File: src/gfti_ram.sv
// Generic RAM with one write port and two registered read ports.
module gfti_ram #(
	parameter int WIDTH = 32,
	parameter int DEPTH = 16
) (
	input  logic                     clk,
	input  logic                     we,
	input  logic [$clog2(DEPTH)-1:0] waddr,
	input  logic [WIDTH-1:0]         wdata,
	input  logic [$clog2(DEPTH)-1:0] raddr_a,
	input  logic [$clog2(DEPTH)-1:0] raddr_b,
	output logic [WIDTH-1:0]         rdata_a,
	output logic [WIDTH-1:0]         rdata_b
);
	logic [WIDTH-1:0] mem [DEPTH];

	always_ff @(posedge clk) begin
		if (we) begin
			mem[waddr] <= wdata;
		end
		rdata_a <= mem[raddr_a];
		rdata_b <= mem[raddr_b];
	end
endmodule

File: config.mk
export PLATFORM = sky130hd
export DESIGN_NAME = gfti_ram
export DESIGN_NICKNAME = d
export VERILOG_FILES = /design/src/gfti_ram.sv
export SDC_FILE = /design/constraint.sdc
export NUM_CORES = 1
export LEC_CHECK = 0
export BUFFER_PORTS_ARGS = -buffer_cell sky130_fd_sc_hd__buf_2
export CORE_ASPECT_RATIO = 0.7
export CORE_MARGIN = 5
export CORE_UTILIZATION = 50
export DETAILED_ROUTE_END_ITERATION = 8
export GPL_TIMING_DRIVEN = 0
export HOLD_SLACK_MARGIN = 0.1
export PLACE_DENSITY = 0.75
export SYNTH_ARGS = -nofsm -noshare
export SYNTH_HDL_FRONTEND = slang
export SYNTH_SLANG_ARGS = --single-unit
export TNS_END_PERCENT = 1
File: constraint.sdc
create_clock -name clk -period 3.7 [get_ports clk]
set_input_delay 0 -clock clk [delete_from_list [all_inputs] [get_ports clk]]
set_output_delay 0 -clock clk [all_outputs]
set_load 0.02 [all_outputs]
* Yosys cells after proc, flatten, opt, wreduce, memory -nomap -nowiden
Memory sizes are Yosys's and may differ from the RTL's. A register that Yosys moved wholly into a read port is not among the register bits.
Cells that the tools add are included.
** Word-level totals
- Bits of input ports :: 46
- Memories kept :: 1
- Logic and storage cells :: 3
- Bits in registers :: 0
- Output and inout bits :: 64
- Bits in writable memories :: 512
** Operators by class
- Mux-type cells :: 2
** Memory list
- mem :: depth 16, bits a word 32, read ports 2, clocked after Yosys merged registers in 2, write ports 1, RTL line 15 : logic [WIDTH-1:0] mem [DEPTH];
** Operators by type and width (number)
- 2-to-1 mux 1 bit :: 2

* Longest topological paths before layout
Gate-level depths: netlist (run 1).
- Depth after elaboration :: 2
- Gate-level depth with buffers :: 5
- Gate-level depth less buffers :: 3

* Least setup slack after synthesis (run 1)
OpenSTA, ideal clock, no wires.
- Path type :: input-to-reg
- Start point :: input port waddr[2]
- End point :: memory mem[0][0] (enable)
- Cell stages on the path :: 2
- Library setup time :: 461 ps
- Arrival :: 2718 ps
- Setup slack :: 520 ps
- Path through :: or3b_2 > nor3_1
** RTL lines
- from (decl) :: RTL line 8 : input logic [$clog2(DEPTH)-1:0] waddr,
- to (decl) :: RTL line 15
Straight into the memory's write port.

==> results.ini, run 1 <==
[setup_path]
crit_fanout = 10
r2r_cells = 4
timing.rr.end = rdata_a[30]$_DFF_P_
crit_family = buffers and inverters
critPathKind = in -> reg
crit_start = raddr_a[3]
critical_path_arrival_ps = 2550
crit-reg2reg-launch = mem[3][30]$_DFFE_PP_
ff2ff_setup_slack_ps = 1880
cp-start-kind = primary input
cp.required_ps = 4220
crit_end = rdata_a[30]$_DFF_P_
crit_chain = dlygate4sd3_1 -> buf_2 -> nor2b_1 -> clkbuf_1 -> clkbuf_1 -> a22oi_1 -> nand2_1 -> dlygate4sd3_1
cp.depth = 8
slowest_stage = clkbuf_1
critPathMaxStageDelay_ps = 630
crit_buf_inv = 5
end_kind = flop

[job]
drv_cap = 0

[finish]
final_common_cell = edfxtp_1
layout_common_cells = edfxtp_1, mux4_2, a22oi_1, buf_2, nand2_1
fin_area_um2 = 28300
nNetsFinal = 1413
final_util_pct = 59.1
drive_gt1_share_pct = 37.1
area_delta_synth_final_pct = 17.0
num-fill-cells = 3356
antenna_cells = 0

[detailed_routing]
dr.pass1.iters = 8
drc_errors = 0
route.vias.total = 13700
drtIter0Drc = 2031
wl_per_cell_um = 31.1
routed_wl_um = 64300
viasPerCell = 6.62
ant_nets = 0

[pwr]
ir_drop_mv = 0.431
p_leak_nw = 9.28
power_density_nw_per_um2 = 508

[placed_design]
dpl.hpwl_um = 41700
io_buffers = 105
pre_cts_ws_ps = 1430
globalplace.congestion = 0.796
dpl_cell_area_um2 = 26100

[timing]
worst_pin_slew_ps = 1150
setup_viol = 0
rsz0062_at_grt = false
finalHoldViolations = 0
clock.fmax_ghz = 0.493
setup_slack_ps = 1670
report.final.slew_viol_count = 0
period_needed_ps = 2030
slew_headroom_pct = 23.6
fin_skew_ps = 10.4
period_share_pct = 54.9

[clock_tree]
clockRootBuffer = clkbuf_16
htreeDepth = 2
cts_tree = built
clk_latency_ps = 580
cts.sinks = 576
ctsResizeCount = 0
numCtsBuffers = 53
clk_path_buf_depth = 3
path_clk_slew_ps = 60

[yosys]
ys_seq_area_share_pct = 68.9
synth_compound_area_share_pct = 3.97
syn_avg_cell_area_um2 = 21.2
synth_seq_cells = 576
ys_types = 17
syn_nets = 1187
ys.warnings.count = 0
synth_xor_area_share_pct = 0
yosys.area_share.simple_pct = 1.63
synth.area.mux_share_pct = 23.8
synthAdderAreaFrac_pct = 0
netlist_area_um2 = 24200
synth_top_family_by_area = multiplexers
syn-instance-count = 1141

[die]
die-area_um2 = 52900
fp.dieH_um = 194
die_width_um = 273
io_pins = 110
start_util_pct = 50.5
core_um2 = 47900
rows = 67

[global_route]
gr-total-overflow = 0
first_global_vias = 14200
track_usage_pct = 24.2
grt_pass1_wl_um = 94000
grt_max_degree = 23
antenna_found_initial = 0

[worst_hold_path]
worstHoldPathType = in -> reg

[run_status]
status = completed

-- routing by layer --
metal	track usage, %	vias up	wire length (um)
met1	35.4	7169	24900
met5	0	-	0
met3	6.75	150	8280
met2	36.1	953	29100
met4	7.17	0	1960
li1	-	5408	-
-- cell families (layout without fill, tap and decap cells) --
kind of cell | count (synthesis) | count (layout)
compound gates | 128 | 128
buf+inv | 86 | 357
flops | 576 | 576
mux | 256 | 256
simple gates | 95 | 95
-- Yosys cell counts --
| library cell | n | area share, % |
|---|---|---|
| edfxtp_1 | 512 | 64 |
| mux4_2 | 256 | 24 |
| a22oi_1 | 128 | 4.0 |
| nand2_1 | 65 | 1.0 |
| dfxtp_1 | 64 | 5.3 |
| clkbuf_1 | 39 | 0.61 |
| buf_4 | 18 | 0.56 |
| buf_2 | 16 | 0.33 |
| nor2_1 | 14 | 0.22 |
| buf_1 | 13 | 0.20 |
| nor2b_1 | 4 | 0.10 |
| nor3_1 | 4 | 0.083 |
| and2_1 | 2 | 0.052 |
| nand2b_1 | 2 | 0.052 |
| nand3b_1 | 2 | 0.062 |
| nand3_1 | 1 | 0.021 |
| or3b_2 | 1 | 0.036 |
-- cell type report --
cell class / instances / area [um^2] / area share [%]
Multi-Input combinational cell: 479 / 7230 / 25.6
Timing Repair Buffer: 171 / 1350 / 4.77
Clock inverter: 34 / 354 / 1.25
Clock buffer: 66 / 1480 / 5.23
Sequential cell: 576 / 16700 / 58.9
Tap cell: 655 / 820 / 2.90
Buffer: 86 / 410 / 1.45
-- worst register-to-register path, delay by kind of cell, from the launching register on --
family / cells / cell delay, ps
buffers and inverters: 1 / 560
muxes: 1 / 470
DFF: 1 / 380
AOI/OAI and AO/OA: 1 / 210
and+or+nand+nor: 1 / 80
-- metrics by stage --
| step | std cells | total power (W) | setup TNS, ps | hold slack (ps) |
|---|---|---|---|---|
| floorplan | 1141 | 0.00820 | 0 | 98.9 |
| global placement | 1901 | 0.00864 | -341970 | 374 |
| detailed placement | 1927 | 0.00870 | 0 | 384 |
| CTS | 2067 | 0.0144 | 0 | 110 |
| global route | 2067 | 0.0148 | 0 | 159 |
| finish | 2067 | 0.0144 | 0 | 155 |
-- report_power, final --
part | switching (W) | leakage, nW | internal [W]
registers | 0.0000669 | 5.16 | 0.00727
clock network | 0.00244 | 0.907 | 0.00333
logic | 0.000747 | 3.21 | 0.000515
-- repair_timing --
action,CTS,global route
buffers inserted,0,0
hold endpoints to repair,551,0
hold buffers,40,0
-- flip-flops by register name, indices dropped and copies added, names as in the netlist --
| signal | cells |
|---|---|
| mem | 512 |
| rdata_a | 32 |
| rdata_b | 32 |
-- worst min-delay path by stage --
stage	end	slack, ps	startpoint	cells past startpoint
3_3_place_gp	mem[13][30]$_DFFE_PP_	370	wdata[30]	1
5_1_grt	mem[2][13]$_DFFE_PP_	160	waddr[2]	3
3_5_place_dp	mem[15][27]$_DFFE_PP_	380	wdata[27]	1
6_report	rdata_b[6]$_DFF_P_	160	raddr_b[0]	4
4_1_cts	rdata_a[31]$_DFF_P_	110	raddr_a[2]	5
2_1_floorplan	mem[0][0]$_DFFE_PP_	100	wdata[0]	0
Note: power is estimated with default switching activity, not from simulation.
==> inputs of run 2 (changes only) <==
==> constraint.sdc (replaced) <==
create_clock -name clk -period 2.1 [get_ports clk]
set_input_delay 0 -clock clk [delete_from_list [all_inputs] [get_ports clk]]
set_output_delay 0 -clock clk [all_outputs]
set_load 0.02 [all_outputs]
==> run 2 against run 1 <==
Net effect: wire length fell by 1.1%; combinational power rose by 75%; worst setup slack got worse by 1600 ps; register-to-register slack got worse by 1600 ps; largest power group unchanged; clock-buffer cell count rose by 14; power rose by 73%; sequential share of layout area rose by 0.089 points; core utilization fell by 0.089 points; die area did not move; design area fell by 0.15%; critical path type unchanged; critical endpoint unchanged; sequential power rose by 76%; global-route usage fell by 0.16 points.
==> results.ini, run 2 (same netlist as run 1, synthesis figures left out) <==
[global_route]
antenna_found_initial = 1  ; was 0
grt_pass1_wl_um = 93600  ; was 94000 um
track_usage_pct = 24.0  ; was 24.2%
first_global_vias = 14200  ; about the same
grt_max_degree = 24  ; was 23
gr-total-overflow = 0  ; unchanged

[pwr]
p_leak_nw = 9.24  ; was 9.28 nW
power_w = 0.0249  ; was 0.0144 W
ir_drop_mv = 0.526  ; was 0.431 mV
power_density_nw_per_um2 = 879  ; was 508 nW/um^2

[setup_path]
crit_chain = dlygate4sd3_1 -> buf_2 -> nor2b_1 -> clkbuf_1 -> clkbuf_1 -> a22oi_1 -> nand2_1 -> dlygate4sd3_1  ; unchanged
crit_start = raddr_a[3]  ; unchanged
end_kind = flop  ; unchanged
slowest_stage = clkbuf_1  ; unchanged
crit_fanout = 10  ; unchanged
critPathKind = in -> reg  ; unchanged
cp-start-kind = primary input  ; unchanged
critPathMaxStageDelay_ps = 650  ; was 630 ps
ff2ff_setup_slack_ps = 270  ; was 1880 ps
crit-reg2reg-launch = mem[2][30]$_DFFE_PP_  ; was mem[3][30]$_DFFE_PP_
critical_path_arrival_ps = 2570  ; was 2550 ps
cp.required_ps = 2630  ; was 4220 ps

[finish]
layout_common_cells = edfxtp_1, mux4_2, a22oi_1, buf_2, nand2_1  ; unchanged
largest_register = mem  ; unchanged
largest_reg_flops = 512  ; unchanged
num-fill-cells = 3374  ; was 3356
drive_gt1_share_pct = 36.8  ; was 37.1%
antenna_cells = 0  ; unchanged
final_common_cell = edfxtp_1  ; unchanged
nNetsFinal = 1411  ; was 1413
stdcell_count = 2065  ; was 2067
area_delta_synth_final_pct = 16.8  ; was 17.0%
top_regs = mem x512, rdata_a x32, rdata_b x32  ; unchanged

[clock_tree]
htreeDepth = 2  ; unchanged
postCtsSetupRepairBufs = 0  ; unchanged
cts_tree = built  ; unchanged
clockRootBuffer = clkbuf_16  ; unchanged
cts.sinks = 576  ; unchanged
numCtsBuffers = 53  ; unchanged
clk_latency_ps = 590  ; was 580 ps
clk_path_buf_depth = 3  ; unchanged
path_clk_slew_ps = 60  ; about the same

[timing]
setup_viol = 0  ; unchanged
period_needed_ps = 2040
slew_headroom_pct = 29.9  ; was 23.6%
report.final.slew_viol_count = 0  ; unchanged
setup_slack_ps = 59.0  ; was 1670 ps
clock.fmax_ghz = 0.490
worst_pin_slew_ps = 1050  ; was 1150 ps
finalHoldViolations = 0  ; unchanged
setup_tns_ps = 0  ; unchanged
fin_skew_ps = 14.2  ; was 10.4 ps
rsz0062_at_grt = false  ; unchanged
period_share_pct = 97.2

[die]
core_um2 = 47900  ; unchanged
die-area_um2 = 52900  ; unchanged
io_pins = 110  ; unchanged
start_util_pct = 50.5  ; unchanged
die_width_um = 273  ; unchanged
rows = 67  ; unchanged
fp.dieH_um = 194  ; unchanged

[detailed_routing]
drc_errors = 0  ; unchanged
drtIter0Drc = 1873  ; was 2031
routed_wl_um = 63600  ; was 64300 um
ant_nets = 0  ; unchanged
viasPerCell = 6.62  ; about the same
route.vias.total = 13700  ; about the same
dr.pass1.iters = 5  ; was 8
wl_per_cell_um = 30.8  ; was 31.1 um

[placed_design]
globalplace.congestion = 0.807  ; was 0.796
io_buffers = 105  ; unchanged
pre_cts_ws_ps = -186  ; was 1430 ps
dpl.hpwl_um = 41500  ; was 41700 um
dp.cells = 1925  ; was 1927

[worst_hold_path]
min_from = waddr[3]  ; was raddr_b[0]
worstHoldPathType = in -> reg  ; unchanged

[run_status]
status = completed  ; unchanged

[job]
drv_cap = 0  ; unchanged

[run 2: cell types whose count changed in the layout (fill, tap and decap cells not counted), sizes merged]
cell      previous run  this run
clkinv              21        11
buf                178       176
clkbuf             105       119
clkinvlp             2         3
bufinv               7         2
[run 2: metal layers]
layer	wire length [um]	up-vias	global-route usage, %
met5	23	-	0
met4	2220	2	7.70
met3	7690	169	6.32
met2	29400	960	36.3
met1	24200	7121	34.7
li1	-	5413	-
[run 2: layout make-up]
cell class	instances	area, um^2	area share, %
flip-flops and latches	576	16700	58.9
clock inverters	20	168	0.593
multi-input cells	479	7240	25.6
repair buffers	169	1370	4.84
well taps	655	820	2.90
clock buffers	80	1590	5.63
plain buffers	86	410	1.45
[run 2: worst max-delay path: cells and delay by family]
kind,cells,cell delay [ps]
buf+inv,5,2180
compound gates,1,180
simple gates,2,210
[run 2: timing repair]
item	in CTS	in global routing
endpoints found under the hold margin	557	0
hold buffers	40	0
gates resized for setup	0	0
[run 2: worst paths after layout]
| check | end | depth (start not counted) |
|---|---|---|
| worst max-delay path | rdata_a[30]$_DFF_P_ | 8 |
| worst min register to register | rdata_a[17]$_DFF_P_ | 3 |
| worst max register to register | rdata_a[30]$_DFF_P_ | 4 |
| worst min-delay path | mem[1][11]$_DFFE_PP_ | 3 |
[run 2: through the flow]
stage / hold WS [ps] / area, um^2 / utilization (%)
finish: 125 / 28300 / 59.0
global route: 125 / 28300 / 59.0
CTS: 102 / 28300 / 59.0
detailed placement: 374 / 26100 / 54.5
global placement: 368 / 25500 / 53.4
floorplan: 98.9 / 24200 / -
[run 2: where the power goes]
group / internal, W / leakage, nW / switching [W]
registers: 0.0128 / 5.16 / 0.000123
clock network: 0.00550 / 0.861 / 0.00421
logic: 0.000908 / 3.21 / 0.00130
total: 0.0192 / 9.24 / 0.00563
