==> src/gfti_pkg.sv <==
// Shared types, constants and the step program of the trilinear field interpolator.
package gfti_pkg;

	localparam int RW          = 51;
	localparam int RA_W        = 4;
	localparam int RF_DEPTH    = 16;
	localparam int MA_W        = 35;
	localparam int MB_W        = 17;
	localparam int PW          = 52;
	localparam int FW          = 16;
	localparam int JW          = 8;
	localparam int DW          = 48;
	localparam int SAW         = 15;
	localparam int STORE_DEPTH = 32768;
	localparam int POS_LEN     = 9;
	localparam int PROG_LEN    = 43;
	localparam int PC_W        = 6;
	localparam int LD_W        = 4;
	localparam int LD_LAST     = 8;

	localparam logic [2:0] CFG_MAP_VALID = 3'd0;
	localparam logic [2:0] CFG_ORIGIN_X  = 3'd1;
	localparam logic [2:0] CFG_ORIGIN_Y  = 3'd2;
	localparam logic [2:0] CFG_ORIGIN_Z  = 3'd3;
	localparam logic [2:0] CFG_INV_X     = 3'd4;
	localparam logic [2:0] CFG_INV_Y     = 3'd5;
	localparam logic [2:0] CFG_INV_Z     = 3'd6;

	localparam logic OP_WRITE = 1'b0;
	localparam logic OP_QUERY = 1'b1;

	typedef enum logic [2:0] {K_SUB, K_BLD, K_SLO, K_SHI, K_PSUB} kind_t;
	typedef enum logic [2:0] {RES_NONE, RES_PNEG, RES_PQ, RES_FLD, RES_DX, RES_DY, RES_DZ} res_t;
	typedef enum logic [2:0] {S_IDLE, S_RD, S_MUL, S_WB, S_CHK, S_LOAD, S_DONE} state_t;

	typedef struct packed {
		kind_t           kind;
		logic [RA_W-1:0] ra;
		logic [RA_W-1:0] rb;
		logic [RA_W-1:0] rd;
		logic [1:0]      sel;
		res_t            res;
	} uop_t;

	typedef struct packed {
		uop_t            uop;
		logic            mul_en;
		logic            wb_en;
		logic            load_en;
		logic [LD_W-1:0] ld_cnt;
		logic [1:0]      comp;
		logic            out_load;
		logic            ready;
		logic            clear;
	} ctrl_t;

	function automatic uop_t mk(kind_t k, int ra, int rb, int rd, int sel, res_t r);
		uop_t u;
		u.kind = k;
		u.ra   = RA_W'(ra);
		u.rb   = RA_W'(rb);
		u.rd   = RA_W'(rd);
		u.sel  = 2'(sel);
		u.res  = r;
		return u;
	endfunction

	// Registers 0..7 hold the corners of one component, 8..11 are scratch.
	function automatic uop_t prog_rom(logic [PC_W-1:0] pc);
		uop_t u;
		unique case (pc)
			6'd0:  u = mk(K_PSUB, 8, 8, 8, 0, RES_PNEG);
			6'd1:  u = mk(K_SLO,  8, 8, 9, 0, RES_NONE);
			6'd2:  u = mk(K_SHI,  8, 9, 9, 0, RES_PQ);
			6'd3:  u = mk(K_PSUB, 8, 8, 8, 1, RES_PNEG);
			6'd4:  u = mk(K_SLO,  8, 8, 9, 1, RES_NONE);
			6'd5:  u = mk(K_SHI,  8, 9, 9, 1, RES_PQ);
			6'd6:  u = mk(K_PSUB, 8, 8, 8, 2, RES_PNEG);
			6'd7:  u = mk(K_SLO,  8, 8, 9, 2, RES_NONE);
			6'd8:  u = mk(K_SHI,  8, 9, 9, 2, RES_PQ);
			6'd9:  u = mk(K_SUB,  0, 1, 8, 0, RES_NONE);
			6'd10: u = mk(K_SUB,  2, 3, 9, 0, RES_NONE);
			6'd11: u = mk(K_SUB,  4, 5, 10, 0, RES_NONE);
			6'd12: u = mk(K_SUB,  6, 7, 11, 0, RES_NONE);
			6'd13: u = mk(K_BLD,  8, 9, 8, 1, RES_NONE);
			6'd14: u = mk(K_BLD,  10, 11, 10, 1, RES_NONE);
			6'd15: u = mk(K_BLD,  8, 10, 8, 2, RES_NONE);
			6'd16: u = mk(K_SLO,  8, 8, 9, 0, RES_NONE);
			6'd17: u = mk(K_SHI,  8, 9, 9, 0, RES_DX);
			6'd18: u = mk(K_SUB,  0, 2, 8, 0, RES_NONE);
			6'd19: u = mk(K_SUB,  1, 3, 9, 0, RES_NONE);
			6'd20: u = mk(K_SUB,  4, 6, 10, 0, RES_NONE);
			6'd21: u = mk(K_SUB,  5, 7, 11, 0, RES_NONE);
			6'd22: u = mk(K_BLD,  8, 9, 8, 0, RES_NONE);
			6'd23: u = mk(K_BLD,  10, 11, 10, 0, RES_NONE);
			6'd24: u = mk(K_BLD,  8, 10, 8, 2, RES_NONE);
			6'd25: u = mk(K_SLO,  8, 8, 9, 1, RES_NONE);
			6'd26: u = mk(K_SHI,  8, 9, 9, 1, RES_DY);
			6'd27: u = mk(K_SUB,  0, 4, 8, 0, RES_NONE);
			6'd28: u = mk(K_SUB,  1, 5, 9, 0, RES_NONE);
			6'd29: u = mk(K_SUB,  2, 6, 10, 0, RES_NONE);
			6'd30: u = mk(K_SUB,  3, 7, 11, 0, RES_NONE);
			6'd31: u = mk(K_BLD,  8, 9, 8, 0, RES_NONE);
			6'd32: u = mk(K_BLD,  10, 11, 10, 0, RES_NONE);
			6'd33: u = mk(K_BLD,  8, 10, 8, 1, RES_NONE);
			6'd34: u = mk(K_SLO,  8, 8, 9, 2, RES_NONE);
			6'd35: u = mk(K_SHI,  8, 9, 9, 2, RES_DZ);
			6'd36: u = mk(K_BLD,  0, 1, 8, 0, RES_NONE);
			6'd37: u = mk(K_BLD,  2, 3, 9, 0, RES_NONE);
			6'd38: u = mk(K_BLD,  4, 5, 10, 0, RES_NONE);
			6'd39: u = mk(K_BLD,  6, 7, 11, 0, RES_NONE);
			6'd40: u = mk(K_BLD,  8, 9, 8, 1, RES_NONE);
			6'd41: u = mk(K_BLD,  10, 11, 10, 1, RES_NONE);
			6'd42: u = mk(K_BLD,  8, 10, 8, 2, RES_FLD);
			default: u = mk(K_SUB, 0, 0, 0, 0, RES_NONE);
		endcase
		return u;
	endfunction

endpackage

==> src/gfti_mac.sv <==
// Shared multiply-accumulate unit: blends, differences and scaling steps.
module gfti_mac import gfti_pkg::*; (
	input  logic                   clk,
	input  logic                   en,
	input  kind_t                  kind,
	input  logic signed [RW-1:0]   a_val,
	input  logic signed [RW-1:0]   b_val,
	input  logic signed [MA_W-1:0] ext_val,
	input  logic [FW-1:0]          fval,
	input  logic [FW-1:0]          klo,
	input  logic [FW-1:0]          khi,
	output logic signed [RW-1:0]   result
);
	logic signed [PW-1:0]   diff;
	logic signed [MA_W-1:0] mul_a;
	logic signed [MB_W-1:0] mul_b;
	logic signed [RW-1:0]   addend;
	logic                   shr;
	logic signed [PW-1:0]   prod_q;
	logic signed [RW-1:0]   addend_q;
	logic                   shr_q;
	logic signed [PW-1:0]   sum;

	always_comb begin
		diff = PW'(b_val) - PW'(a_val);
		unique case (kind)
			K_SUB: begin
				mul_a = $signed(diff[MA_W-1:0]);
				mul_b = MB_W'(1);
				addend = '0;
				shr = 1'b0;
			end
			// a + floor((b - a) * f / 2^16) equals the two-weight blend exactly.
			K_BLD: begin
				mul_a = $signed(diff[MA_W-1:0]);
				mul_b = $signed({1'b0, fval});
				addend = a_val;
				shr = 1'b1;
			end
			K_SLO: begin
				mul_a = $signed(a_val[MA_W-1:0]);
				mul_b = $signed({1'b0, klo});
				addend = '0;
				shr = 1'b1;
			end
			K_SHI: begin
				mul_a = $signed(a_val[MA_W-1:0]);
				mul_b = $signed({1'b0, khi});
				addend = b_val;
				shr = 1'b0;
			end
			K_PSUB: begin
				mul_a = ext_val;
				mul_b = MB_W'(1);
				addend = '0;
				shr = 1'b0;
			end
			default: begin
				mul_a = '0;
				mul_b = '0;
				addend = '0;
				shr = 1'b0;
			end
		endcase
	end

	always_ff @(posedge clk) begin
		if (en) begin
			prod_q <= PW'(mul_a) * PW'(mul_b);
			addend_q <= addend;
			shr_q <= shr;
		end
	end

	// The arithmetic shift gives the floor of a negative product.
	assign sum = PW'(addend_q) + (shr_q ? (prod_q >>> FW) : prod_q);
	assign result = sum[RW-1:0];
endmodule

==> config.mk <==
export PLATFORM = sky130hd
export DESIGN_NAME = gfti_mac
export DESIGN_NICKNAME = d
export VERILOG_FILES = /design/src/gfti_pkg.sv /design/src/gfti_mac.sv
export SDC_FILE = /design/constraint.sdc
export NUM_CORES = 2
export LEC_CHECK = 0
export BUFFER_PORTS_ARGS = -buffer_cell sky130_fd_sc_hd__clkbuf_2
export CAP_MARGIN = 40
export CORE_ASPECT_RATIO = 0.5
export CORE_MARGIN = 2
export CORE_UTILIZATION = 60
export CTS_BUF_LIST = sky130_fd_sc_hd__clkbuf_16
export DETAILED_ROUTE_END_ITERATION = 6
export PLACE_DENSITY = 0.8
export SYNTH_ARGS = -nofsm -noshare
export SYNTH_HDL_FRONTEND = slang
export SYNTH_SLANG_ARGS = --single-unit
==> constraint.sdc <==
create_clock -name clk -period 12.9 [get_ports clk]
set_clock_uncertainty 0.05 [all_clocks]
set_input_delay 2.58 -clock clk [delete_from_list [all_inputs] [get_ports clk]]
set_output_delay 2.58 -clock clk [all_outputs]
set_load 0.01 [all_outputs]
Word-level counts from Yosys, hierarchy flattened
Index checks and enable logic that the tools add are counted.

operators by class
  mux-type cells = 5
  $mul = 1
  eq/ne operators = 4
  add/subtract/negate cells = 2
  reduce and logical (&&, ||, !) cells = 5

operators with widths
  cell                                                             count
  35-bit case mux with 3 select lines                              1
  51-bit case mux with 2 select lines                              1
  16-bit case mux with 4 select lines                              1
  35-bit by 17-bit multiplier with 52-bit output                   1
  51-bit adder                                                     1
  51-bit two-way mux                                               1
  35-bit subtractor                                                1
  2-bit OR reduction                                               4
  3-bit by 2-bit == test with 1-bit output, second input constant  2
  3-bit by 1-bit == test with 1-bit output, second input constant  1
  3-bit == test, second input constant                             1
  3-bit logical NOT                                                1
  1-bit two-way mux                                                1

word-level totals
  output and inout port bits = 51
  register bits after elaboration = 104
  word-level logic and storage cells = 20
  input bits = 190

Logic depth before layout (Yosys ltp)
  word-level depth = 4
  mapped depth = 36
  gate-level depth less buffers = 34

Least setup slack after synthesis
OpenSTA, ideal clock, no wires.

  path type = input to register
  from = input b_val[0]
  to = register prod_q[51], data pin
  library setup time = 0.259 ns
  required time = 12.591 ns
  buffers on the path = 2
  slack = 2.370 ns
  data arrival time = 10.221 ns
  cell stages on the path = 32
  cell sequence = inv_1 > ha_1 > fa_1 > nor2b_1 > o21ai_0 > a21boi_2 > o21ai_1 > a31o_2 > o31a_2 > o21ai_4 > o2111a_1 > nor3_1 > fa_1 > fa_1 > clkbuf_1 > inv_1 > fa_1 > fa_1 > fa_1 > fa_1 > inv_1 > ha_1 > clkbuf_1 > a21oi_1 > o21bai_1 > a21o_1 > a21oi_1 > o21bai_1 > a21o_1 > a211o_1 > a21oi_1 > xnor2_1

on the way
  word-level cells in the longest chain between the ends = 3

ends and longest elaborated chain
  item                                            line            text
  start, declared                                 gfti_mac.sv:7   input logic signed [RW-1:0] b_val,
  35-bit subtractor                               gfti_mac.sv:25  diff = PW'(b_val) - PW'(a_val);
  35-bit case mux with 3 select lines             gfti_mac.sv:26  unique case (kind)
  35-bit by 17-bit multiplier with 52-bit output  gfti_mac.sv:69  prod_q <= PW'(mul_a) * PW'(mul_b);
  end signal, assigned                            gfti_mac.sv:69
  end, declared                                   gfti_mac.sv:19  logic signed [PW-1:0] prod_q;

No other way between the ends.
A chain may end at the register's enable or synchronous reset.

Final worst setup path
  from = input b_val[0]
  to = register prod_q[45], data pin

Same word-level chain as after synthesis.

==> results.md <==
- Largest family of logic cells by synthesized area: adder cells
- CP dominant cell by count: fa_1
- Fin. max-slew vios: 0
- Row count: 58
- Share of cells above drive strength 1: 0.112
- Clock sink count: 104
- Setup TNS: 0 ns
- CTS clk-pin slew, worst paths: approximately 0.09 ns
- Resize count post-CTS: 0
- Die ar.: 53700 um^2
- Initial antenna violation count: 12
- H-Tree Depth: 3
- Worst vdd ir: between 0.15 and 0.2 mV
- First-pass GRT wire length: about 170000 um
- Synth top area cells: fa_1 34%, edfxtp_1 10%, ha_1 8.4%
- Die Span Y: between 150 and 200 um
- Grt ovf: 0
- Max incr delay on CP: 0.58 ns
- Clock Path Buffers: 2
- DR DRC count: 14
- Simple-gate share of the synthesized area: 0.152
- # Post-CTS Setup Buffers: 0
- Initial Util: 0.613
- Hold_buf cts: 0
- Die Width: 326 um
- Vias per Instance: around 6.3
- RSZ-0062 raised after global routing: no
- Yosys cell types: 96
- Status: finished with violations
- Max Cap Violations: 0
- Syn-to-layout area delta: 7.30%
- #FFs+latches synth: roughly 100
- HP Class: input port to flop
- Pre-CTS WS: between 1 and 1.5 ns
- Count of final hold-check violations: 0
- Seq/Total Area, Yosys: 0.101
- EDFF count, synth: around 100
- 1st-iter DRT viols: 3629
- Post-Syn Instances: 3664
- Most frequent cell after synthesis: inv_1
- Min setup slack post-route: 1.25 ns
- Min cycle time layout: around 12 ns
- Pleak: 16.1 nW
- Worst Path Arrival: 11.72 ns
- Final period util: 0.903
- Number of global-route vias before repair: 29100
- CP max stage cell: fa_1
- Post-route cell area: around 33000 um^2
- Wire length per cell: approximately 24 um
- Final ANT Viol Nets: 0
- Port buffer count: 240
- Num CTS Buffers: 9
- Leading area contributor after synthesis: fa_1
- CP Max Fanout: 16
- Async set or reset register ratio after synthesis: 0
- Compound-Gate Fraction of Synth Area: 0.161
- Post-Synth Adder-Cell Area: 0.425
- Root Driver: clkbuf_16
- Xor/xnor share of the synthesized area: 0.0353
- Core region area: around 51000 um^2
- Syn avg cell area: between 8 and 9 um^2
- Primary FF master, synth: edfxtp_1
- Failing checks: design-rule violations
- Bufs and invs on worst path: 6
- Rel. slew slack: 0.309
- CP Class: input port to flop
- Ys Warns: 0
- Hold_ws: approximately 2.4 ns
- Gr usage total: 0.411
- Dpl hpwl: roughly 87000 um
- Cell area power density: 161 nW/um^2
- Top cell type's share of synthesized area: 0.340
- Via count: around 28000
- Final setup fails: 0
- CP startpoint kind: input port
- Post-DP Area: 33000 um^2
- DRT Wirelength: ~110000 um
- Largest net degree at the start of global routing: 69
- Fmax: about 0.086 GHz
- Synth Net Count: roughly 4600
- Most common library cells after synthesis: 679 x inv_1, 527 x fa_1, 459 x nand2_1, 216 x nor2_1, 209 x ha_1
- First-pass DRT Iterations: 7
- Setup crit end kind: flop
- IO Count: approximately 240
- Mux share of post-synthesis cell area: 0.0194
- NumNets Final: 4726
- Area of the mapped netlist: ~31000 um^2
- Worst-margin pin slew: 1.02 ns
- Placer Congestion: 1.04
- Cell family with most CP delay: adder cells
- Required time of the worst setup path: around 13 ns
- CTS tree: yes
==> area by class of cell <==
class	instances	area (um^2)
clock inverter	7	86.3
tap	690	863
multi-input combinational	2701	24700
clock buffer	9	225
fill	4268	17300
inverter	680	2550
antenna	5	12.5
timing repair buffer	304	1750
sequential	104	3120
==> power breakdown <==
group          leakage (nW)  total (mW)  switching (mW)  internal (mW)
clock network         0.151       0.295           0.156          0.139
logic                  15.0        4.34            2.71           1.63
registers              1.00       0.719           0.158          0.561
total                  16.1        5.35            3.02           2.33
==> through the flow <==
step	power, mW	utilization	cells
2_1_floorplan	3.56	-	3664
6_report	5.35	0.658	4500
5_1_grt	5.77	0.658	4495
3_5_place_dp	4.92	0.651	4478
4_1_cts	5.23	0.657	4494
3_3_place_gp	4.83	0.648	4467
==> kinds of logic after synthesis <==
logic type / count (synthesis)
fa+ha+maj: 740
mux: 54
buf+inv: 859
xor+xnor: 125
flops: 104
simple gates: 1046
compound gates: 736
==> metal layers <==
metal	GRT usage	wire length [um]
met5	0	61
met4	0.228	6680
met3	0.143	14900
met2	0.646	47200
met1	0.501	39300
==> placed cells by master, fill, tap and decap left out, drive strengths merged, types with 65 or more instances in the layout <==
cell    Yosys  routed
ha        209     209
o21ai     118     118
a21oi     201     201
xnor2      88      88
nand2     459     459
nor2      216     216
clkbuf    143     248
edfxtp    104     104
inv       680     683
nor3       75      75
and2       95      95
nand3      72      72
buf        35      65
fa        527     527
==> worst paths after layout <==
| kind | startpoint | endpoint | slack, ns | cells past startpoint |
|---|---|---|---|---|
| worst min-delay path | b_val[45] | addend_q[45] | 2.42 | 2 |
| worst max-delay path | b_val[0] | prod_q[45] | 1.25 | 33 |
==> state kept, by name, indices dropped and copies added, names as in the netlist <==
signal and cells:
shr_q 1, addend_q 51, prod_q 52
Power figures use the tool's default switching activity.
