===== src/gfti_pkg.sv =====
// Shared types, constants and the step program of the trilinear field interpolator.
package gfti_pkg;

	localparam int RW          = 51;
	localparam int RA_W        = 4;
	localparam int RF_DEPTH    = 16;
	localparam int MA_W        = 35;
	localparam int MB_W        = 17;
	localparam int PW          = 52;
	localparam int FW          = 16;
	localparam int JW          = 8;
	localparam int DW          = 48;
	localparam int SAW         = 15;
	localparam int STORE_DEPTH = 32768;
	localparam int POS_LEN     = 9;
	localparam int PROG_LEN    = 43;
	localparam int PC_W        = 6;
	localparam int LD_W        = 4;
	localparam int LD_LAST     = 8;

	localparam logic [2:0] CFG_MAP_VALID = 3'd0;
	localparam logic [2:0] CFG_ORIGIN_X  = 3'd1;
	localparam logic [2:0] CFG_ORIGIN_Y  = 3'd2;
	localparam logic [2:0] CFG_ORIGIN_Z  = 3'd3;
	localparam logic [2:0] CFG_INV_X     = 3'd4;
	localparam logic [2:0] CFG_INV_Y     = 3'd5;
	localparam logic [2:0] CFG_INV_Z     = 3'd6;

	localparam logic OP_WRITE = 1'b0;
	localparam logic OP_QUERY = 1'b1;

	typedef enum logic [2:0] {K_SUB, K_BLD, K_SLO, K_SHI, K_PSUB} kind_t;
	typedef enum logic [2:0] {RES_NONE, RES_PNEG, RES_PQ, RES_FLD, RES_DX, RES_DY, RES_DZ} res_t;
	typedef enum logic [2:0] {S_IDLE, S_RD, S_MUL, S_WB, S_CHK, S_LOAD, S_DONE} state_t;

	typedef struct packed {
		kind_t           kind;
		logic [RA_W-1:0] ra;
		logic [RA_W-1:0] rb;
		logic [RA_W-1:0] rd;
		logic [1:0]      sel;
		res_t            res;
	} uop_t;

	typedef struct packed {
		uop_t            uop;
		logic            mul_en;
		logic            wb_en;
		logic            load_en;
		logic [LD_W-1:0] ld_cnt;
		logic [1:0]      comp;
		logic            out_load;
		logic            ready;
		logic            clear;
	} ctrl_t;

	function automatic uop_t mk(kind_t k, int ra, int rb, int rd, int sel, res_t r);
		uop_t u;
		u.kind = k;
		u.ra   = RA_W'(ra);
		u.rb   = RA_W'(rb);
		u.rd   = RA_W'(rd);
		u.sel  = 2'(sel);
		u.res  = r;
		return u;
	endfunction

	// Registers 0..7 hold the corners of one component, 8..11 are scratch.
	function automatic uop_t prog_rom(logic [PC_W-1:0] pc);
		uop_t u;
		unique case (pc)
			6'd0:  u = mk(K_PSUB, 8, 8, 8, 0, RES_PNEG);
			6'd1:  u = mk(K_SLO,  8, 8, 9, 0, RES_NONE);
			6'd2:  u = mk(K_SHI,  8, 9, 9, 0, RES_PQ);
			6'd3:  u = mk(K_PSUB, 8, 8, 8, 1, RES_PNEG);
			6'd4:  u = mk(K_SLO,  8, 8, 9, 1, RES_NONE);
			6'd5:  u = mk(K_SHI,  8, 9, 9, 1, RES_PQ);
			6'd6:  u = mk(K_PSUB, 8, 8, 8, 2, RES_PNEG);
			6'd7:  u = mk(K_SLO,  8, 8, 9, 2, RES_NONE);
			6'd8:  u = mk(K_SHI,  8, 9, 9, 2, RES_PQ);
			6'd9:  u = mk(K_SUB,  0, 1, 8, 0, RES_NONE);
			6'd10: u = mk(K_SUB,  2, 3, 9, 0, RES_NONE);
			6'd11: u = mk(K_SUB,  4, 5, 10, 0, RES_NONE);
			6'd12: u = mk(K_SUB,  6, 7, 11, 0, RES_NONE);
			6'd13: u = mk(K_BLD,  8, 9, 8, 1, RES_NONE);
			6'd14: u = mk(K_BLD,  10, 11, 10, 1, RES_NONE);
			6'd15: u = mk(K_BLD,  8, 10, 8, 2, RES_NONE);
			6'd16: u = mk(K_SLO,  8, 8, 9, 0, RES_NONE);
			6'd17: u = mk(K_SHI,  8, 9, 9, 0, RES_DX);
			6'd18: u = mk(K_SUB,  0, 2, 8, 0, RES_NONE);
			6'd19: u = mk(K_SUB,  1, 3, 9, 0, RES_NONE);
			6'd20: u = mk(K_SUB,  4, 6, 10, 0, RES_NONE);
			6'd21: u = mk(K_SUB,  5, 7, 11, 0, RES_NONE);
			6'd22: u = mk(K_BLD,  8, 9, 8, 0, RES_NONE);
			6'd23: u = mk(K_BLD,  10, 11, 10, 0, RES_NONE);
			6'd24: u = mk(K_BLD,  8, 10, 8, 2, RES_NONE);
			6'd25: u = mk(K_SLO,  8, 8, 9, 1, RES_NONE);
			6'd26: u = mk(K_SHI,  8, 9, 9, 1, RES_DY);
			6'd27: u = mk(K_SUB,  0, 4, 8, 0, RES_NONE);
			6'd28: u = mk(K_SUB,  1, 5, 9, 0, RES_NONE);
			6'd29: u = mk(K_SUB,  2, 6, 10, 0, RES_NONE);
			6'd30: u = mk(K_SUB,  3, 7, 11, 0, RES_NONE);
			6'd31: u = mk(K_BLD,  8, 9, 8, 0, RES_NONE);
			6'd32: u = mk(K_BLD,  10, 11, 10, 0, RES_NONE);
			6'd33: u = mk(K_BLD,  8, 10, 8, 1, RES_NONE);
			6'd34: u = mk(K_SLO,  8, 8, 9, 2, RES_NONE);
			6'd35: u = mk(K_SHI,  8, 9, 9, 2, RES_DZ);
			6'd36: u = mk(K_BLD,  0, 1, 8, 0, RES_NONE);
			6'd37: u = mk(K_BLD,  2, 3, 9, 0, RES_NONE);
			6'd38: u = mk(K_BLD,  4, 5, 10, 0, RES_NONE);
			6'd39: u = mk(K_BLD,  6, 7, 11, 0, RES_NONE);
			6'd40: u = mk(K_BLD,  8, 9, 8, 1, RES_NONE);
			6'd41: u = mk(K_BLD,  10, 11, 10, 1, RES_NONE);
			6'd42: u = mk(K_BLD,  8, 10, 8, 2, RES_FLD);
			default: u = mk(K_SUB, 0, 0, 0, 0, RES_NONE);
		endcase
		return u;
	endfunction

endpackage


===== src/gfti_seq.sv =====
// Sequencer: walks the step program over the shared unit and loads corners.
module gfti_seq import gfti_pkg::*; (
	input  logic  clk,
	input  logic  arst_n,
	input  logic  req_valid,
	input  logic  req_op,
	input  logic  map_valid,
	input  logic  in_grid,
	input  logic  rsp_free,
	output ctrl_t ctrl
);
	state_t          state_q;
	state_t          state_d;
	logic [PC_W-1:0] pc_q;
	logic [1:0]      comp_q;
	logic [LD_W-1:0] ld_q;
	logic            start;

	assign start = (state_q == S_IDLE) && req_valid && (req_op == OP_QUERY);

	always_comb begin
		state_d = state_q;
		unique case (state_q)
			S_IDLE: begin
				if (start) begin
					state_d = map_valid ? S_RD : S_DONE;
				end
			end
			S_RD:  state_d = S_MUL;
			S_MUL: state_d = S_WB;
			S_WB: begin
				if (pc_q == PC_W'(POS_LEN - 1)) begin
					state_d = S_CHK;
				end else if (pc_q == PC_W'(PROG_LEN - 1)) begin
					state_d = (comp_q == 2'd2) ? S_DONE : S_LOAD;
				end else begin
					state_d = S_RD;
				end
			end
			S_CHK: state_d = in_grid ? S_LOAD : S_DONE;
			S_LOAD: begin
				if (ld_q == LD_W'(LD_LAST)) begin
					state_d = S_RD;
				end
			end
			S_DONE: begin
				if (rsp_free) begin
					state_d = S_IDLE;
				end
			end
			default: state_d = S_IDLE;
		endcase
	end

	always_ff @(posedge clk or negedge arst_n) begin
		if (!arst_n) begin
			state_q <= S_IDLE;
			pc_q <= '0;
			comp_q <= '0;
			ld_q <= '0;
		end else begin
			state_q <= state_d;
			unique case (state_q)
				S_IDLE: pc_q <= '0;
				S_WB: begin
					if (state_d == S_RD) begin
						pc_q <= pc_q + PC_W'(1);
					end else if (state_d == S_LOAD) begin
						pc_q <= PC_W'(POS_LEN);
						comp_q <= comp_q + 2'd1;
						ld_q <= '0;
					end
				end
				S_CHK: begin
					pc_q <= PC_W'(POS_LEN);
					comp_q <= '0;
					ld_q <= '0;
				end
				S_LOAD: ld_q <= ld_q + LD_W'(1);
				default: ;
			endcase
		end
	end

	always_comb begin
		ctrl.uop = prog_rom(pc_q);
		ctrl.mul_en = (state_q == S_MUL);
		ctrl.wb_en = (state_q == S_WB);
		ctrl.load_en = (state_q == S_LOAD);
		ctrl.ld_cnt = ld_q;
		ctrl.comp = comp_q;
		ctrl.out_load = (state_q == S_DONE) && rsp_free;
		ctrl.ready = (state_q == S_IDLE);
		ctrl.clear = start;
	end
endmodule


===== config.mk =====
export PLATFORM = sky130hd
export DESIGN_NAME = gfti_seq
export DESIGN_NICKNAME = d
export VERILOG_FILES = /design/src/gfti_pkg.sv /design/src/gfti_seq.sv
export SDC_FILE = /design/constraint.sdc
export NUM_CORES = 1
export LEC_CHECK = 0
export BUFFER_PORTS_ARGS = -buffer_cell sky130_fd_sc_hd__buf_4
export CAP_MARGIN = 20
export CORE_ASPECT_RATIO = 1.25
export CORE_UTILIZATION = 56
export DETAILED_ROUTE_END_ITERATION = 8
export HOLD_SLACK_MARGIN = 0.06
export PLACE_DENSITY = 0.79
export SETUP_SLACK_MARGIN = 0.2
export SYNTH_ARGS = -nofsm -noshare
export SYNTH_HDL_FRONTEND = slang
export SYNTH_SLANG_ARGS = --single-unit

===== constraint.sdc =====
create_clock -name clk -period 2.4 [get_ports clk]
set_input_delay 0.12 -clock clk [delete_from_list [all_inputs] [get_ports clk]]
set_output_delay 0.12 -clock clk [all_outputs]
set_load 0.02 [all_outputs]

Yosys cells after proc, flatten, opt, wreduce, memory -nomap -nowiden
Memory sizes are Yosys's and may differ from the RTL's.
Cells that the tools add are included.
{"block": "word_totals", "register_bits": 15, "mem_bits_ro": 1216, "input_bits": 7, "out_inout_bits": 32, "n_memories": 1}
{"name": "(name not given)", "words": 64, "word_bits": 19, "rd": 1, "rd_ports_with_merged_regs": 0, "wr": 0, "line": "gfti_pkg.sv:71", "text": "unique case (pc)"}
{"block": "classes", "n_addsub": 3, "n_eq_ne": 15, "muxes": 18, "n_reduce_logical": 10}
{"cell": "case mux 3 bit (7 select lines)", "n": 1}
{"cell": "2-to-1 mux 3 bit", "n": 6}
{"cell": "case mux 6 bit (3 select lines)", "n": 1}
{"cell": "== test 3 bit (second input constant)", "n": 4}
{"cell": "2-to-1 mux 6 bit", "n": 2}
{"cell": "case mux 4 bit (3 select lines)", "n": 1}
{"cell": "2-to-1 mux 2 bit", "n": 4}
{"cell": "2-to-1 mux 4 bit", "n": 2}
{"cell": "adder 6 x 1 -> 6 bit (second input constant)", "n": 1}
{"cell": "== test 3 x 1 -> 1 bit (second input constant)", "n": 2}
{"cell": "== test 3 x 2 -> 1 bit (second input constant)", "n": 2}
{"cell": "== test 6 x 4 -> 1 bit (second input constant)", "n": 1}
{"cell": "== test 6 bit (second input constant)", "n": 1}
{"cell": "AND reduction 3 bit", "n": 2}
{"cell": "nonzero test 3 bit", "n": 2}
{"cell": "adder 4 x 1 -> 4 bit (second input constant)", "n": 1}
{"cell": "== test 4 bit (second input constant)", "n": 1}
{"cell": "case mux 2 bit (2 select lines)", "n": 1}
{"cell": "logical AND 1 bit", "n": 3}
{"cell": "zero test 3 bit", "n": 1}
{"cell": "!= test 3 x 1 -> 1 bit (second input constant)", "n": 1}
{"cell": "adder 2 x 1 -> 2 bit (second input constant)", "n": 1}
{"cell": "== test 2 bit (second input constant)", "n": 1}
{"cell": "!= test 2 x 1 -> 1 bit (second input constant)", "n": 1}
{"cell": "other kinds (3)", "n": 3}

Logic depth before layout (Yosys ltp)
{"block": "depth", "ltp_word": 9, "ltp_mapped": 9, "depth_no_buf": 7}

Least setup slack after synthesis
OpenSTA, ideal clock, no wires.
{"block": "synth_timing", "path_type": "reg2out", "startpoint": "register pc_q[0]", "endpoint": "output ctrl[28] (netlist name)", "arrival_time_ps": 2343, "required_time_ps": 2280, "path_slack_ps": -63, "stages_incl_launch_ff": 9, "n_path_buf": 2, "path_cell_list": "dfrtp_1 clkbuf_1 inv_1 ha_1 nor2b_1 o21ai_0 a21oi_1 a221oi_1 buf_4"}
{"element": "start: declaration", "line": "gfti_seq.sv:14", "text": "logic [PC_W-1:0] pc_q;"}
{"element": "start signal: assignment", "line": "gfti_seq.sv:67", "text": "pc_q <= pc_q + PC_W'(1);"}
{"element": "start signal: assignment", "line": "gfti_seq.sv:69", "text": "pc_q <= PC_W'(POS_LEN);"}
{"element": "start signal: assignment", "line": "gfti_seq.sv:75", "text": "pc_q <= PC_W'(POS_LEN);"}
{"element": "end: declaration", "line": "gfti_seq.sv:10", "text": "output ctrl_t ctrl"}

==> results.md <==
- CTS tree: built
- FP Rows: 23
- Post-DP HPWL: 4100 µm
- R2r setup slk: 0.39 ns
- # fillers: 275
- Grt peak-use layer: met2
- Synthesized area: 1900 µm²
- F_max: 464 MHz
- Critical path type: flop to output port
- Crit path launch type: flop
- P_int: 0.378 mW
- Syn_area_per_cell: 7.50 µm²
- Clock power share: 44.3%
- Pwr per Cell Area: 206 nW/µm²
- # placed instances: 313
- Ys async rst share: 100%
- Crit path time final: 2.15 ns
- Drt drc: 0
- RR Startpoint: pc_q[0]$_DFFE_PN0P_
- Die Span Y: 67.1 µm
- Initial antenna violation count: 0
- GRT met3 Usage: 2.74%
- Final Total Pwr: 0.483 mW
- DR iter-0 viols: 128
- Largest net degree at the start of global routing: 34
- Post-synth EDFFs: 0
- Final hold viol count: 0
- Clock Skews: 0.00528 ns
- Crit path arrival time: 2.03 ns
- IO Count: 39
- Sw Pwr: 0.105 mW
- R2r endpoint: ld_q[2]$_DFFE_PN0P_
- Switching portion of total power: 21.8%
- Top FF cell, synth: dfrtp_1
- Starting Density: 58.9%
- Post-synthesis register bit count: 15
- Core area: 3220 µm²
- Total vias in the final route: 2099
- Synth-to-layout area growth: 23.7%
- Power share of the combinational group: 3.4%
- Final WL: 5760 µm
- GRT overflow: 0
- Seq/Total Area, Yosys: 19.8%
- Synth cell types: 57
- Max cap viols: 0
- Worst Hold Depth: 3
- # setup viols final: 0
- Synth warn: 0
- Met2 Usage GRT: 63.4%
- Antenna-violating nets left: 0
- CTS Buf Count: 3
- Status: completed
- Part of the power in registers: 52.4%
- Clk buf depth: 2
- Max IR drop VDD: 0.368 mV
- Clk Latency, worst-skew pair: 0.26 ns
- Fraction of layout cells with a size suffix above 1: 26.4%
- Fin. max-slew vios: 0
- 1st-pass router iterations: 5
- Routability cong.: 0.946
- Hold path startpoint: map_valid
- First-pass GRT wire length: 9050 µm
- R2R depth: 8
- GRT Resource Usage Total: 34.5%
- Setup TNS Final: 0 ns
- Post-synthesis cell count: 253
- Worst Hold End: state_q[0]$_DFF_PN0_
- Hold Crit Class: input port to flop
- WL/cell: 17.9 µm
- Antenna diodes: 0
- CTS sink cnt: 15
- Die X-Extent: 54.1 µm
- Port bufs: 37
- Req. time, crit path: 2.28 ns
- Nets: 307
- Root Buffer Master: clkbuf_8
- H-tree Lvls: 1
- Non-filler cells, final: 321
- Peak fanout along the critical path: 13
- Reg clk slew, reported paths: 0.06 ns
- RSZ-0062 raised after global routing: yes
- Final period util: 89.8%
- Die area: 3630 µm²
- Vias per inst: 6.54
- Vias in the first global route: 1948
- Met1 GRT Util: 37.4%
- Leakage: 1.03 nW
- Crit path capture type: output port
- Mapped Nets: 275
## cell type report
type / instances / area (µm²) / share of cell area [%]
clock buffer: 3 / 41.3 / 1.76
clock inverter: 1 / 7.51 / 0.320
inverter: 13 / 52.6 / 2.24
multi-input combinational: 203 / 1440 / 61.3
sequential: 15 / 378 / 16.1
tap: 37 / 46.3 / 1.97
timing repair buffer: 49 / 383 / 16.3
## layer usage
layer  part of all wire (%)  wire length [µm]
met5                      0                 0
met4                    2.7               157
met3                    6.5               372
met2                     53              3080
met1                     37              2150
## cell usage after synthesis (all sizes together) (2+ instances only)
master  count  area [µm²]
mux2i       8        80.1
nand2b      6        37.5
ha         15         188
a311oi      2        17.5
a221oi      2        17.5
xor2        2        17.5
o21ai      22         110
inv        12        45.1
dfrtp      15         375
o32ai       4        35.0
o31a        4        35.0
buf        12        70.1
and3        4        25.0
mux2        2        22.5
nor2       14        60.1
a21boi      2        15.0
o211ai      2        15.0
and4b       2        20.0
a31oi       3        18.8
a211o       2        17.5
xnor2       2        17.5
nand4b      3        26.3
or2         2        12.5
nor3        9        45.0
o21bai      2        15.0
a22oi       3        22.5
nand3       6        30.0
o211a       2        20.0
nand4       2        12.5
nand2      26        97.6
nor2b       4        25.0
clkbuf     10        37.5
o22ai       8        56.3
a21oi      18        90.1
a32oi       3        26.3
a21o        3        22.5
## power by group through the flow
stage	Clock [mW]	Sequential (mW)	Combinational, mW
global placement	0	0.258	0.0151
global route	0.229	0.253	0.0183
floorplan	0	0.258	0.00312
finish	0.214	0.253	0.0162
detailed placement	0	0.258	0.0157
CTS	0.218	0.253	0.0169
## worst max-delay path by stage
stage	startpoint	to	slack (ns)	cells after the start
3_3_place_gp	pc_q[1]$_DFFE_PN0P_	comp_q[0]$_DFFE_PN0P_	0.30	7
4_1_cts	pc_q[0]$_DFFE_PN0P_	ctrl[26]	0.20	7
5_1_grt	pc_q[1]$_DFFE_PN0P_	ctrl[29]	0.19	7
2_1_floorplan	pc_q[0]$_DFFE_PN0P_	ctrl[13]	0.24	8
6_report	pc_q[0]$_DFFE_PN0P_	ctrl[26]	0.25	7
3_5_place_dp	pc_q[1]$_DFFE_PN0P_	comp_q[0]$_DFFE_PN0P_	0.19	7
## cell families after synthesis
logic type	Yosys count	synth area share [%]
flops	15	19.8
mux	10	5.41
simple gates	82	22.2
other cells	1	0.198
buf+inv	35	8.24
fa+ha+maj	15	9.89
compound gates	91	32.4
xor+xnor	4	1.85
## sequential cells by signal, indices dropped and copies added (netlist names)
register / flops
pc_q: 6
ld_q: 4
state_q: 3
comp_q: 2
## placed cells by master (no fill, tap or decap), types with 3 or more instances in the layout
master	n
a31oi_1	3
ha_4	4
o31a_1	4
inv_2	3
nor2b_1	3
nand4b_1	3
o32ai_1	3
o21ai_0	21
nand3_1	6
o22ai_1	7
a22oi_1	3
nor3_1	9
and3_1	4
nand2b_1	6
clkbuf_8	3
buf_4	47
a21oi_1	17
inv_1	8
a32oi_1	3
ha_1	11
dfrtp_1	13
nor2_1	12
a21o_1	3
mux2i_1	8
nand2_1	26
## per-stage QoR
step	hold WS [ns]	util [%]	area, µm²	setup slack, ns
finish	0.163	72.8	2350	0.246
global route	0.162	72.8	2350	0.187
CTS	0.160	71.0	2290	0.199
detailed placement	-0.0127	68.1	2190	0.195
global placement	-0.0178	68.1	2190	0.304
floorplan	-0.176	-	1910	0.237
## critical path, stage by stage (launching register included)
cell     delay (ns)
dfrtp_1        0.39
buf_4          0.20
ha_4           0.20
mux2_2         0.27
a221o_1        0.38
nand3_1        0.09
o21ai_0        0.08
buf_4          0.17
## timing repair
item,4_1_cts,5_1_grt
setup endpoints to repair,16,11
hold endpoints to repair,15,0
gates resized for setup,7,12
hold buffers,1,0
pin swaps,0,1
buffers inserted,2,1
Note: power is estimated with default switching activity, not from simulation.
